## config.mk

```make
export PLATFORM = sky130hd
export DESIGN_NAME = bsde_ram
export DESIGN_NICKNAME = d
export VERILOG_FILES = /design/src/rtl/core/bsde_ram.sv
export SDC_FILE = /design/constraint.sdc
export NUM_CORES = 1
export LEC_CHECK = 0
export BUFFER_PORTS_ARGS = -buffer_cell sky130_fd_sc_hd__buf_2
export CORE_MARGIN = 2
export CORE_UTILIZATION = 47
export DETAILED_ROUTE_END_ITERATION = 10
export HOLD_SLACK_MARGIN = 0.03
export PLACE_DENSITY_LB_ADDON = 0.05
export SYNTH_ARGS = -nofsm -noshare
export SYNTH_HDL_FRONTEND = slang
export SYNTH_SLANG_ARGS = --single-unit
```

## constraint.sdc

```tcl
create_clock -name clk -period 3.9 [get_ports clk]
set_clock_uncertainty 0.05 [all_clocks]
set_input_delay 0.39 -clock clk [delete_from_list [all_inputs] [get_ports clk]]
set_output_delay 0.39 -clock clk [all_outputs]
set_load 0.02 [all_outputs]
```

## src/rtl/core/bsde_ram.sv

```systemverilog
module bsde_ram #(
    parameter int WIDTH = 32,
    parameter int DEPTH = 32
) (
    input  logic                     clk,
    input  logic                     we,
    input  logic [$clog2(DEPTH)-1:0] waddr,
    input  logic [WIDTH-1:0]         wdata,
    input  logic [$clog2(DEPTH)-1:0] raddr,
    output logic [WIDTH-1:0]         rdata
);

    logic [WIDTH-1:0] mem [DEPTH];

    always_ff @(posedge clk)
    begin
        if (we)
        begin
            mem[waddr] <= wdata;
        end
        rdata <= mem[raddr];
    end

endmodule

```

# ---- Word level (Yosys, flattened, before mapping)
# Memories as Yosys holds them, arrays and structs flattened. A register that Yosys moved wholly into a read port is not among the register bits.
# Index checks and enable logic that the tools add are counted.
dict set report classes {
  muxes 2
}
# cell n
set op_table {}
lappend op_table {{1-bit two-way mux} 2}
dict set report word_totals {
  ff_bits 0
  ram_bits 1024
  in_bits 44
  out_inout_bits 32
  wordCells 3
  memories 1
}
# name words word_bits read_ports rd_ports_with_merged_regs write_ports line
set memory_table {}
lappend memory_table {mem 32 32 1 1 1 13} ;# logic [WIDTH-1:0] mem [DEPTH];

# ---- Depth between registers and ports, before layout
dict set report logic_depth {
  depth_word 2
  ltp_mapped 8
  depth_no_buf 5
}

# ---- Worst setup path after synthesis
# Ideal clock, no wire load.
dict set report synth_path {
  path_kind {input to register}
  from {in waddr[1]}
  to {mem mem[12][0] (enable)}
  setup_time_ps 421
  t_arrival_ps 2403
  required_time_ps 3429
  slack_ps 1026
  stages 3
  n_path_buf 1
  cell_sequence {or3b_2 -> clkbuf_1 -> nor2_1}
}
# item line
set synth_lines {}
lappend synth_lines {{start, declared} 7} ;# input logic [$clog2(DEPTH)-1:0] waddr,
lappend synth_lines {{end, declared} 13}
# Straight into the memory's write port.

==> results.md <==
Logic synthesis:
- The largest total area in the synthesized netlist belongs to edfxtp_1.
- The async set-or-reset flop fraction in the synthesized netlist is 0.
- The netlist uses 25 different library cells.
- The number of nets handed over by synthesis was 2,304.
- During synthesis, Yosys emitted a total of 0 warnings.
- Sorting the synthesized cells by area gives the leading types as edfxtp_1, mux2i_1, a22oi_1.
- The sequential fraction of the synthesis area is 0.775.
- The top cell type's share of synthesized area is 0.760.
- The area of the mapped netlist is 40,500 um2.
- The average instance in the mapped netlist occupies 17.9 um2.
- Synthesis produced 2,260 cells.
- The most used flip-flop cell after synthesis is edfxtp_1.
- The number of flip-flops and latches in the synthesized netlist is 1,056.
- The number of enable flip-flop cells after synthesis is 1,024.

Clock network:
- In this run, post-CTS repair resized a total of 0 instances.
- The maximum count of clock buffers along a single path is 3.
- Clock latency on the worst-skew pair, taken at its later pin, is 0.66 ns.
- The CTS clock-pin slew for the worst setup and hold paths is 0.06 ns.
- The cell sitting at the root of the clock tree is a clkbuf_16.
- The number of H-tree levels is 3.
- The number of clock buffers added by TritonCTS is 111.
- The TritonCTS sink count is 1,056.
- The hold-fix buffer count after cts is 0.
- TritonCTS built the clock tree.
- After clock tree synthesis, the setup repair step added 0 buffers.

Placed design:
- The congestion estimate from routability-driven global placement came to 0.757.
- The worst slack at placement is 0.781 ns.
- The total of buffers placed on input and output ports is 75.
- The half-perimeter wire length of the detailed placement result is 59,100 um.
- The placed instance area is 42,500 um2.

Routing:
- The average wire length per cell after detail routing is 28.4 um.
- For this run, design rule violations remaining after detail routing come to 0.
- The count of nets left with antenna violations once routing finished came out at 0.
- After the first detailed-routing iteration, the DRC count stood at 1,807.
- The number of detailed-route iterations in the first pass is 5.
- The final route contains 20,900 vias.
- The mean number of vias per cell is 5.76.
- Summed over all layers, the routed wires come to 103,000 um.

Cells and area:
- The area taken by multi-input logic gates is 8610 um2.
- The antenna cell count is 0.
- Leaving out fill and tap cells, the most frequent cell in the layout is edfxtp_1.
- The share of final-layout standard cells stronger than drive strength 1 is 0.140.
- The final-layout fill cell count is 6,742.
- The layout overhead on the synthesized area is 14.0%.
- The finished cells cover 46,200 um2.
- The net count of the finished layout is 2,437.
- Across the whole layout, storage elements account for 31,400 um2.
- In the layout the commonest cells are edfxtp_1, mux2i_1, clkbuf_16, nand3_1, nand2_1.
- Measured on the finished design, the core utilization comes to 0.541.

Setup path:
- The standard cell with the maximum stage delay on the critical path is and2b_4.
- In this run the critical register-to-register path is launched from mem[4][24].
- Measured in cells, the most critical reg-to-reg path has a length of 5.
- The signal on the critical path passes through buf_2, and2b_4, buf_4, a22oi_1, a31oi_1, nand3_1.
- The endpoint of the worst-slack reg-to-reg timing path is rdata[24].
- The type of origin of the critical path is a primary input.
- For flop-to-flop paths, the worst setup slack is 2.19 ns.
- The biggest fanout along the worst timing path is 36.
- For the worst setup path, the data required time is 4.34 ns.
- The worst setup path is captured at a register.
- The worst endpoint data arrival time is 2.85 ns.
- The kind of critical path is in2reg.
- On the worst path, the slowest cell contributes a delay of 0.66 ns.

Die:
- The x dimension of the die is 297 um.
- The floorplan has 107 rows.
- For this configuration, the core starts out at a cell density of 0.475.
- The core region is 85,300 um2.
- The number of placed I/O pins is 76.
- The die covers 88,500 um2.
- In this run the vertical extent of the chip is 297 um.

Hold path:
- The hold-critical path depth is 1.
- The worst hold path begins at wdata[4].
- The class of the most critical hold timing path is in2reg.
- The worst-case hold path end point is mem[1][4].

GRT:
- The number of antenna violations at the first check in global routing is 5.
- The wire length of the first global-routing pass is 150,000 um.
- For this run the aggregate overflow at the end of global routing stands at 0.
- The overall track demand over capacity in global routing is 0.233.
- The number of global-route vias before repair is 21,100.
- Entering global routing, the biggest net connects 92 pins.

Power and ir drop:
- The power dissipated by switching net loads is 5.15 mW.
- The power per standard cell area is 528 nW/um2.
- The internal power of the cells is 19.2 mW.
- VDD sags by at most 388 uV.
- The share of total power in sequential cells is 0.522.
- The part of the total power dissipated in combinational logic is 0.052.
- The reported leakage power is 16.1 nW.
- Total power for the finished layout comes to 24.4 mW.
- The share of total power dissipated in the clock network is 0.427.
- Of the total power, the share spent switching nets is 0.212.

STA:
- The count of final hold-check violations was 0.
- For the final routed database, the setup TNS stands at 0 ns.
- The number of slew-limit violations in the final report is 0.
- At the pin with the least slew margin, the transition time is 0.953 ns.
- The worst pin sits at a relative slew slack of 0.365.
- The final worst-path cycle share is 0.618.
- Setup repair after global routing left no endpoint under its margin.
- The top achievable clock speed is 0.415 GHz.
- Setup violations remaining at the end of the flow were counted as 0.
- The minimum period implied by the final worst setup slack is 2.41 ns.
- The final worst slack is 1.49 ns.

Run status:
- The flow ran to the end, and the final reports show no timing, DRC or antenna violations.

Run:
- The tool flagged a number of max-cap violations equal to 0.
[worst max path at each step]
stage | from | end | slack [ns] | depth (start not counted)
detailed placement | raddr[2] | rdata[24] | 0.78 | 6
finish | raddr[2] | rdata[24] | 1.49 | 6
floorplan | waddr[1] | mem[12][0] | 1.03 | 3
global placement | raddr[2] | rdata[24] | 0.81 | 6
CTS | raddr[2] | rdata[24] | 1.50 | 6
global route | raddr[2] | rdata[24] | 1.46 | 7
[worst max-delay path, delay by kind of cell]
kind,cells,cell delay [ns]
compound gates,2,0.80
buf+inv,2,0.69
simple gates,2,0.88
[power by group through the flow]
stage	combinational, mW	clock, mW	sequential (mW)
after floorplan	0.652	0	13.0
after global placement	1.26	0	12.9
after detailed placement	1.28	0	12.9
after CTS	1.28	10.6	12.7
after global routing	1.35	11.0	12.7
final	1.26	10.4	12.7
[cell families after synthesis]
kind of cell,share of synthesized area
mux,0.127
simple gates,0.0310
compound gates,0.0485
buf+inv,0.0186
flops,0.775
[metal layers]
| layer | up-vias | wire length (um) | share of wire | track usage |
|---|---|---|---|---|
| li1 | 9252 | - | - | - |
| met1 | 11000 | 45200 | 0.44 | 0.323 |
| met2 | 539 | 51200 | 0.50 | 0.393 |
| met3 | 143 | 4510 | 0.044 | 0.0297 |
| met4 | 2 | 2130 | 0.021 | 0.0560 |
| met5 | - | 13 | 0.00013 | 0 |
[layout make-up]
class,count,share of cell area
timing repair buffer,147,0.0241
clock buffer,158,0.0666
sequential,1056,0.680
tap,1144,0.0310
multi-input combinational,1077,0.187
clock inverter,49,0.0117
[through the flow]
| step | hold WS [ns] | instances |
|---|---|---|
| CTS | 0.160 | 3631 |
| global route | 0.202 | 3631 |
| finish | 0.198 | 3631 |
| detailed placement | 0.528 | 3424 |
| floorplan | 0.439 | 2260 |
| global placement | 0.527 | 3424 |
[state kept, by name, summed over array words and instances, names as in the netlist]
name   count
mem     1024
rdata     32
[synthesized netlist by cell type, types with 5 or more instances]
| cell | count |
|---|---|
| clkbuf_1 | 46 |
| nor3_1 | 32 |
| buf_6 | 15 |
| dfxtp_1 | 32 |
| buf_4 | 33 |
| buf_1 | 5 |
| a31oi_1 | 32 |
| nor2_1 | 34 |
| edfxtp_1 | 1024 |
| nand3b_1 | 5 |
| nand3_1 | 98 |
| a22o_1 | 64 |
| buf_2 | 26 |
| nand2_1 | 98 |
| a21oi_1 | 96 |
| a22oi_1 | 96 |
| mux2i_1 | 512 |
(Power assumes the default switching activity.)
